===== src/rtl/core/fcr_pkg.sv =====
// Shared types, constants and the CRC-16/MODBUS byte update for the frame receiver.
`default_nettype none

package fcr_pkg;

   // frame markers
   localparam logic [7:0] HDR_FIRST  = 8'h5D;
   localparam logic [7:0] HDR_SECOND = 8'h7E;
   localparam logic [7:0] ACK_NONE   = 8'h50;
   localparam logic [7:0] ACK_WANT   = 8'h51;
   localparam logic [7:0] END_MARK   = 8'h5E;

   // CRC-16/MODBUS: reflected polynomial, no final xor
   localparam logic [15:0] CRC_INIT = 16'hFFFF;
   localparam logic [15:0] CRC_POLY = 16'hA001;

   // command codes
   localparam logic [7:0] CMD_LED   = 8'h26;
   localparam logic [7:0] CMD_IV_LO = 8'hA1;
   localparam logic [7:0] CMD_IV_HI = 8'hA5;

   // header, ack, length, two CRC bytes and end byte around the payload
   localparam logic [8:0] FRAME_EXTRA = 9'd7;

   // word kinds on the request channel
   localparam logic REQ_BYTE = 1'b0;
   localparam logic REQ_IDLE = 1'b1;

   // action codes
   typedef enum logic [1:0] {
      ACT_NONE     = 2'd0,
      ACT_LED_ACK  = 2'd1,
      ACT_IV_RESET = 2'd2
   } action_type;

   // hunt phases
   typedef enum logic [2:0] {
      PH_HDR1 = 3'd0,
      PH_HDR2 = 3'd1,
      PH_ACK  = 3'd2,
      PH_LEN  = 3'd3,
      PH_BODY = 3'd4
   } phase_type;

   // parser state
   typedef struct packed {
      phase_type   phase;
      logic [8:0]  bytes_taken;
      logic [8:0]  frame_total;
      logic [15:0] running_crc;
      logic [15:0] received_crc;
      logic [7:0]  held_command;
      logic [7:0]  held_first_data;
   } state_type;

   localparam state_type STATE_RESET = '{
      phase:           PH_HDR1,
      bytes_taken:     9'd0,
      frame_total:     9'd0,
      running_crc:     CRC_INIT,
      received_crc:    16'd0,
      held_command:    8'd0,
      held_first_data: 8'd0
   };

   // one result word
   typedef struct packed {
      logic       crc_good;
      logic [7:0] command;
      logic [7:0] first_data;
      logic [7:0] payload_length;
      action_type action;
   } result_type;

   // CRC update over one byte, LSB first
   function automatic logic [15:0] crc_byte(input logic [15:0] crc, input logic [7:0] b);
      logic [15:0] c;
      c = crc ^ {8'd0, b};
      for (int k = 0; k < 8; k++) begin
         if (c[0]) begin
            c = (c >> 1) ^ CRC_POLY;
         end else begin
            c = c >> 1;
         end
      end
      return c;
   endfunction

endpackage

`default_nettype wire


===== src/rtl/core/fcr_parser.sv =====
// Frame hunting state machine with running CRC; one word is handled per step.
`default_nettype none

module fcr_parser (
   input  wire logic               clock,
   input  wire logic               reset,
   input  wire logic               step,
   input  wire logic               word_type,
   input  wire logic [7:0]         word_byte,
   output fcr_pkg::result_type     result,
   output logic                    result_valid
);
   import fcr_pkg::*;

   state_type   state_ff;
   state_type   state_in;
   logic [9:0]  pos_ext;
   logic [9:0]  total_ext;
   logic        crc_match;
   action_type  act;

   // state register
   always_ff @(posedge clock) begin
      if (reset) begin
         state_ff <= STATE_RESET;
      end else begin
         state_ff <= state_in;
      end
   end

   // position compares, 10 bits so pos + 3 cannot wrap
   assign pos_ext   = {1'b0, state_ff.bytes_taken};
   assign total_ext = {1'b0, state_ff.frame_total};
   assign crc_match = (state_ff.received_crc == state_ff.running_crc);

   // action decode, only for a good CRC
   always_comb begin
      act = ACT_NONE;
      if (crc_match) begin
         if (state_ff.held_command == CMD_LED) begin
            act = ACT_LED_ACK;
         end else if (state_ff.held_command >= CMD_IV_LO &&
                      state_ff.held_command <= CMD_IV_HI) begin
            act = ACT_IV_RESET;
         end
      end
   end

   // result fields come straight from held state
   assign result.crc_good       = crc_match;
   assign result.command        = state_ff.held_command;
   assign result.first_data     = state_ff.held_first_data;
   assign result.payload_length = 8'(state_ff.frame_total - FRAME_EXTRA);
   assign result.action         = act;

   // next state
   always_comb begin
      state_in     = state_ff;
      result_valid = 1'b0;
      if (step) begin
         if (word_type == REQ_IDLE) begin
            // idle tick drops any partial frame
            state_in = STATE_RESET;
         end else begin
            unique case (state_ff.phase)
               PH_HDR2: begin
                  if (word_byte == HDR_SECOND) begin
                     state_in.running_crc = crc_byte(state_ff.running_crc, word_byte);
                     state_in.bytes_taken = 9'd2;
                     state_in.phase       = PH_ACK;
                  end
               end
               PH_ACK: begin
                  if (word_byte == ACK_NONE || word_byte == ACK_WANT) begin
                     state_in.running_crc = crc_byte(state_ff.running_crc, word_byte);
                     state_in.bytes_taken = 9'd3;
                     state_in.phase       = PH_LEN;
                  end
               end
               PH_LEN: begin
                  state_in.running_crc = crc_byte(state_ff.running_crc, word_byte);
                  state_in.frame_total = {1'b0, word_byte} + FRAME_EXTRA;
                  state_in.bytes_taken = 9'd4;
                  state_in.phase       = PH_BODY;
               end
               PH_BODY: begin
                  state_in.bytes_taken = state_ff.bytes_taken + 9'd1;
                  if (state_ff.bytes_taken == 9'd4) begin
                     state_in.held_command = word_byte;
                  end
                  if (state_ff.bytes_taken == 9'd5) begin
                     state_in.held_first_data = word_byte;
                  end
                  if (pos_ext + 10'd3 < total_ext) begin
                     // payload byte
                     state_in.running_crc = crc_byte(state_ff.running_crc, word_byte);
                  end else if (pos_ext + 10'd3 == total_ext) begin
                     state_in.received_crc[7:0] = word_byte;
                  end else if (pos_ext + 10'd2 == total_ext) begin
                     state_in.received_crc[15:8] = word_byte;
                  end else begin
                     // last position: report on a good end byte, restart either way
                     result_valid = (word_byte == END_MARK);
                     state_in     = STATE_RESET;
                  end
               end
               default: begin
                  // waiting for the first header byte; unused codes land here too
                  if (word_byte == HDR_FIRST) begin
                     state_in             = STATE_RESET;
                     state_in.running_crc = crc_byte(CRC_INIT, word_byte);
                     state_in.bytes_taken = 9'd1;
                     state_in.phase       = PH_HDR2;
                  end
               end
            endcase
         end
      end
   end

endmodule

`default_nettype wire


===== src/rtl/core/framed_uart_command_receiver.sv =====
// Top level of the framed UART command receiver: input register, parser, result register.
//
// Request channel: one word per accepted transfer, either a received UART byte
// (req_type = 0, value on req_rx_byte) or an idle tick (req_type = 1) that
// drops any partial frame. A word is taken when req_valid is high and
// req_stall is low.
// Response channel: one word per complete frame whose end byte is 0x5E,
// carrying the CRC verdict, command, first data byte, length byte and action.
// Frames with a wrong end byte and all other bytes give no response.
// Throughput: one request word per cycle while rsp_stall does not hold a pending
// response. The CRC byte update and the frame bookkeeping fit between the input
// register and the result register. Path: a frame's end byte is loaded into the
// input register, then its response into the result register; rsp_stall can hold it between.
// Stall: while rsp_stall holds a pending response, the input register holds
// its word and req_stall rises only if that register is occupied; a response
// stays valid and unchanged until it is taken.
// Reset: synchronous, active high; clears the valid flags of both registers and returns the
// parser to hunting for the first header byte with the CRC at 0xFFFF.
`default_nettype none

module framed_uart_command_receiver (
   input  wire logic       clock,
   input  wire logic       reset,
   input  wire logic       req_valid,
   output logic            req_stall,
   input  wire logic       req_type,
   input  wire logic [7:0] req_rx_byte,
   output logic            rsp_valid,
   input  wire logic       rsp_stall,
   output logic            rsp_crc_good,
   output logic [7:0]      rsp_command,
   output logic [7:0]      rsp_first_data,
   output logic [7:0]      rsp_payload_length,
   output logic [1:0]      rsp_action
);
   import fcr_pkg::*;

   logic       in_valid_ff;
   logic       in_valid_in;
   logic       in_type_ff;
   logic [7:0] in_byte_ff;
   logic       advance;
   logic       step;
   logic       req_take;
   result_type parse_result;
   logic       parse_valid;
   logic       out_valid_ff;
   logic       out_valid_in;
   result_type out_ff;

   // pipeline moves when the result register is free or being emptied
   assign advance   = !out_valid_ff || !rsp_stall;
   assign step      = in_valid_ff && advance;
   assign req_stall = in_valid_ff && !advance;
   assign req_take  = req_valid && !req_stall;

   // input register
   assign in_valid_in = req_take || (in_valid_ff && !advance);

   always_ff @(posedge clock) begin
      if (reset) begin
         in_valid_ff <= 1'b0;
      end else begin
         in_valid_ff <= in_valid_in;
      end
   end

   always_ff @(posedge clock) begin
      if (req_take) begin
         in_type_ff <= req_type;
         in_byte_ff <= req_rx_byte;
      end
   end

   fcr_parser u_parser (
      .clock        (clock),
      .reset        (reset),
      .step         (step),
      .word_type    (in_type_ff),
      .word_byte    (in_byte_ff),
      .result       (parse_result),
      .result_valid (parse_valid)
   );

   // result register
   assign out_valid_in = advance ? (step && parse_valid) : out_valid_ff;

   always_ff @(posedge clock) begin
      if (reset) begin
         out_valid_ff <= 1'b0;
      end else begin
         out_valid_ff <= out_valid_in;
      end
   end

   always_ff @(posedge clock) begin
      if (step && parse_valid) begin
         out_ff <= parse_result;
      end
   end

   assign rsp_valid          = out_valid_ff;
   assign rsp_crc_good       = out_ff.crc_good;
   assign rsp_command        = out_ff.command;
   assign rsp_first_data     = out_ff.first_data;
   assign rsp_payload_length = out_ff.payload_length;
   assign rsp_action         = out_ff.action;

endmodule

`default_nettype wire


===== config.mk =====
export PLATFORM = sky130hd
export DESIGN_NAME = framed_uart_command_receiver
export DESIGN_NICKNAME = d
export VERILOG_FILES = /design/src/rtl/core/fcr_pkg.sv /design/src/rtl/core/fcr_parser.sv /design/src/rtl/core/framed_uart_command_receiver.sv
export SDC_FILE = /design/constraint.sdc
export NUM_CORES = 1
export LEC_CHECK = 0
export BUFFER_PORTS_ARGS = -buffer_cell sky130_fd_sc_hd__buf_2
export CORE_AREA = 10 10 143 145
export CTS_CLUSTER_DIAMETER = 60
export CTS_CLUSTER_SIZE = 28
export DETAILED_ROUTE_END_ITERATION = 8
export DIE_AREA = 0 0 153 155
export GPL_TIMING_DRIVEN = 0
export SETUP_SLACK_MARGIN = 0.3
export SKIP_CTS_REPAIR_TIMING = 1
export SYNTH_ARGS = -nofsm -noshare
export SYNTH_HDL_FRONTEND = slang
export SYNTH_SLANG_ARGS = --single-unit

===== constraint.sdc =====
create_clock -name clock -period 6.1 [get_ports clock]
set_clock_uncertainty 0.2 [all_clocks]
set_input_delay 0 -clock clock [delete_from_list [all_inputs] [get_ports clock]]
set_output_delay 0 -clock clock [all_outputs]
set_load 0.03 [all_outputs]

* Word-level counts from Yosys, hierarchy flattened
Index checks and enable logic that the tools add are counted.
Operators by class: $add $sub $neg 5, magnitude comparators 3, equality and inequality tests 25, mux-type cells 199, bitwise operators 40, reduce and logical (&&, ||, !) cells 26
Operators with widths (count):
- $mux W16 | 174
- $mux W69 | 2
- $not A2 Y3 | 37
- $pmux W16 S4 | 1
- $pmux W32 S2 | 1
- $pmux W12 S4 | 1
- $mux W45 | 1
- $eq A8 B7 Y1 const B | 5
- $mux W37 | 1
- $mux W32 | 1
- $mux W8 | 4
- $pmux W9 S3 | 1
- $mux W12 | 2
- $mux W24 | 1
- $mux W21 | 1
- $add A9 B2 Y10 const B | 2
- $eq A10 B9 Y1 | 2
- $eq A9 B3 Y1 const B | 2
- $eq A16 B16 Y1 | 1
- $not A8 Y16 | 1
- $xor A16 B8 Y16 | 1
- $ne A4 B3 Y1 const B | 3
- $reduce_and A6 Y1 | 2
- $lt A10 B9 Y1 | 1
- other kinds (28) | 50
Word-level totals: register bits after elaboration 107, input bits 13, output and inout port bits 29, logic and storage cells 316

* Longest topological paths before layout
depth in word-level cells 48, depth in mapped cells 16, mapped depth without buffers 14

* Cells and area by module
A second synthesis with hierarchy kept.
Unflattened totals: cell total of the unflattened synthesis 646, area, all modules 6155.9 um2
By module, submodules not included:
- fcr_parser | instances 1, cells an instance 598, area an instance 4981.0 um2, sequential area each 1381.3 um2
- framed_uart_command_receiver | instances 1, cells an instance 48, area an instance 1174.9 um2, sequential area each 1121.1 um2

* Worst setup path after synthesis
OpenSTA, ideal clock, no wires.
path kind flip-flop to flip-flop, start point register u_parser.state_ff (netlist bit u_parser.pos_ext[0]), end point register out_ff (netlist bit rsp_action[0]) (enable), library setup time 0.387 ns, arrival 3.081 ns, setup slack 2.432 ns, cell stages (with the launch flop) 12, path buffers 0, clock period less this slack 3.668 ns, cells stage by stage dfxtp_1 -> inv_1 -> ha_1 -> nor4_1 -> xor2_1 -> ha_1 -> and3_1 -> nand4_1 -> a21oi_1 -> nor2_1 -> nor2_1 -> and3_1
Between the ends: longest elaborated chain between the ends 9
Ends and longest elaborated chain:
- start, declared | line fcr_parser.sv:15 | state_type state_ff;
- start signal, assigned | line fcr_parser.sv:27 | state_ff <= state_in;
- branches (longest 4 deep; another with $add A9 B2 Y10)
- $mux W1 * | line fcr_parser.sv:94 | if (pos_ext + 10'd3 < total_ext) begin
- $mux W1 * | line fcr_parser.sv:65 | unique case (state_ff.phase)
- $mux W1 * | line fcr_parser.sv:61 | if (word_type == REQ_IDLE) begin
- $mux W1 * | line fcr_parser.sv:60 | if (step) begin
- $logic_and A1 B1 Y1 * | line framed_uart_command_receiver.sv:97 | if (step && parse_valid) begin
- end signal, assigned | line framed_uart_command_receiver.sv:98 | out_ff <= parse_result;
- end, declared | line framed_uart_command_receiver.sv:49 | result_type out_ff;
Every way passes the cells marked *. A chain may end at the register's enable or synchronous reset.

* Worst setup path in the final report
start point register u_parser.state_ff (netlist bit u_parser.pos_ext[0]), end point register out_ff (netlist bit rsp_command[1]) (enable)
Same word-level chain as after synthesis.

==> run summary <==
All-Layer GR Usage = 13.35%
Die Area = 23720 um2
most frequent cells in the layout = 73 x nor2_1, 71 x dfxtp_1, 55 x xnor2_1
DR DRC count = 0
worst-skew pair later-pin latency = 0.36 ns
GR Overflow Total = 0
fmax = 0.2051 GHz
Worst IR Drop VDD = 149.3 uV
Max Root-Sink Buffers = 2
Min-Delay Path Depth = 2
Final Routed Wirelength = 16.15 mm
Via density = 5.138
Synth-to-Final Area Change = 15.07%
# diodes = 0
ys flop type = dfxtp_1
Placeable Area = 17660 um2
leak pwr = 2.546 nW
Netlist cell types = 67
TNS Setup = 0 ns
chip height = 155 um
worst hold path type = input pin to flip-flop
Least-Margin Pin Slew = 1.353 ns
# rows = 49
Startpoint Class = flip-flop
CP arrival = 4.64 ns
minimum clock period = 4.876 ns
sequential share of the synthesized area = 41.35%
WHS Endpoint = in_type_ff
Synth Area per Inst = 9.254 um2
GP Congestion = 0.8966
DR vias = 4891
Max Used Layer = met4
fraction of registers with async set/reset = 0%
worst hold slack = 0.1459 ns
total chip power = 1.601 mW
r2r endpoint = rsp_command[1]
post-route ant nets = 0
Root Driver = clkbuf_16
most area-consuming cells after synthesis = dfxtp_1 23%, edfxtp_1 18%, xnor2_1 8.0%
commonest non-fill, non-tap cell in the layout = nor2_1
first-pass GRT wire length = 25.66 mm
number of enable flip-flop cells after synthesis = 36
Ports = 42
r2r worst-path depth = 11
Final Net Count = 760
Hold Fails Final Rpt = 0
largest net degree at the start of global routing = 29
CTS buffer count = 9
type of the worst setup path = flip-flop to flip-flop
Slew HR = 9.820%
Starting Density = 34.28%
wl on met1 = 7.701 mm
Post-Syn Instances = 654
Data required, critical path = 5.87 ns
Final setup viols = 0
RSZ-0062 raised after global routing = no
met2 wire len = 7.101 mm
Die W = 153 um
crit-path max FO = 28
DR pass1 iterations = 7
Max-Cap Viols = 0
# clock sinks = 107
CP endpoint kind = flip-flop
Yosys warning count = 0
top cell type by total area after synthesis = dfxtp_1
power per cell area = 229.9 nW/um2
worst r2r src = u_parser.pos_ext[0]
Slew Limit Fails = 0
DR iter-0 viols = 439
Synth Register Bits = 107
CTS tree = yes
worst hold start = req_type
Final period util = 79.94%
port bufs = 40
layout cells sized above 1 = 12.03%
H-tree Lvls = 3
initial antenna violation count = 0
top cell type's share of synthesized area = 23.49%
routed len/inst = 16.96 um
outcome = complete, no violations
clk slew on worst S/H paths = 0.08 ns
vias in the first global route = 4572
routed length on met3 = 1.098 mm
post-detail-place hpwl = 12.08 mm
reg2reg setup slack = 1.22 ns
Syn Nets = 696
Syn Std Cell Area = 6052 um2
metal layers:
| metal | vias up | GRT usage, % |
|---|---|---|
| li1 | 2441 | - |
| met1 | 2276 | 18.22 |
| met2 | 154 | 20.10 |
| met3 | 20 | 3.474 |
| met4 | 0 | 4.178 |
| met5 | - | 0 |
power breakdown:
part,internal [mW],switching (mW),leakage (nW)
Sequential,0.743,0.0138,0.849
Combinational,0.105,0.162,1.56
Clock,0.289,0.289,0.142
Total,1.14,0.464,2.55
registers in the layout, indices dropped and copies added, names as in the netlist:
signal and flops:
rsp_payload_length 8, u_parser.pos_ext 9, in_type_ff 1, in_byte_ff 8, rsp_crc_good 1, u_parser.state_ff 44
rsp_action 2, rsp_valid 1, rsp_first_data 8, rsp_command 8, in_valid_ff 1, u_parser.result 16
layout make-up:
class | count | area [um2]
fill | 1787 | 10690
multi-input combinational | 478 | 3248
sequential | 107 | 2502
timing repair buffer | 53 | 330.3
tap | 229 | 286.5
clock buffer | 9 | 225.2
buffer | 43 | 203.9
inverter | 26 | 97.59
clock inverter | 7 | 70.07
how the worst max path moves through the flow:
stage	startpoint	endpoint	slack, ns	cells past startpoint
2_1_floorplan	u_parser.pos_ext[0]	rsp_action[0]	2.43	11
3_3_place_gp	u_parser.pos_ext[0]	rsp_crc_good	1.34	11
3_5_place_dp	u_parser.pos_ext[0]	rsp_first_data[3]	1.34	11
4_1_cts	u_parser.pos_ext[0]	rsp_command[1]	1.28	11
5_1_grt	u_parser.pos_ext[0]	rsp_command[1]	0.98	11
6_report	u_parser.pos_ext[0]	rsp_command[1]	1.22	11
worst max-delay path: stages, from the launching register on:
cell and delay, ns:
dfxtp_1 0.54, inv_1 0.18, ha_1 0.29, nor4_1 0.34, xor2_1 0.12, ha_1 0.30, and3_1 0.18, nand4_1 0.12
a21oi_1 0.54, nor2_1 0.26, nor2_1 0.27, and3_1 1.11
cell usage after synthesis, drive strengths merged, types with 7 or more instances:
library cell	n
dfxtp	71
nand3	12
nand4	11
xor2	14
nand2	54
nor3	20
o21ai	26
nor2	73
ha	29
clkbuf	23
edfxtp	36
a21o	7
or3	11
mux2i	27
xnor2	56
a22oi	8
buf	20
nor4	13
a211oi	12
a21oi	34
inv	25
stage by stage:
| stage | setup WS, ns | std cells | instance area, um2 | util (%) |
|---|---|---|---|---|
| floorplan | 2.432 | 654 | 6052 | - |
| global placement | 1.344 | 923 | 6539 | 37.03 |
| detailed placement | 1.342 | 923 | 6539 | 37.03 |
| CTS | 1.283 | 939 | 6834 | 38.70 |
| global route | 0.9774 | 952 | 6964 | 39.44 |
| finish | 1.224 | 952 | 6964 | 39.44 |
cells by family (layout without fill, tap and decap cells):
group	count (synthesis)	after routing	share of synthesized area (%)
AND/OR/NAND/NOR	224	224	18.11
AO/OA/AOI/OAI	126	126	14.10
flip-flops	107	107	41.35
XOR/XNOR	72	72	11.00
buffers and inverters	69	138	4.982
adder cells (fa/ha/maj)	29	29	5.995
multiplexers	27	27	4.466
(Power assumes the default switching activity.)
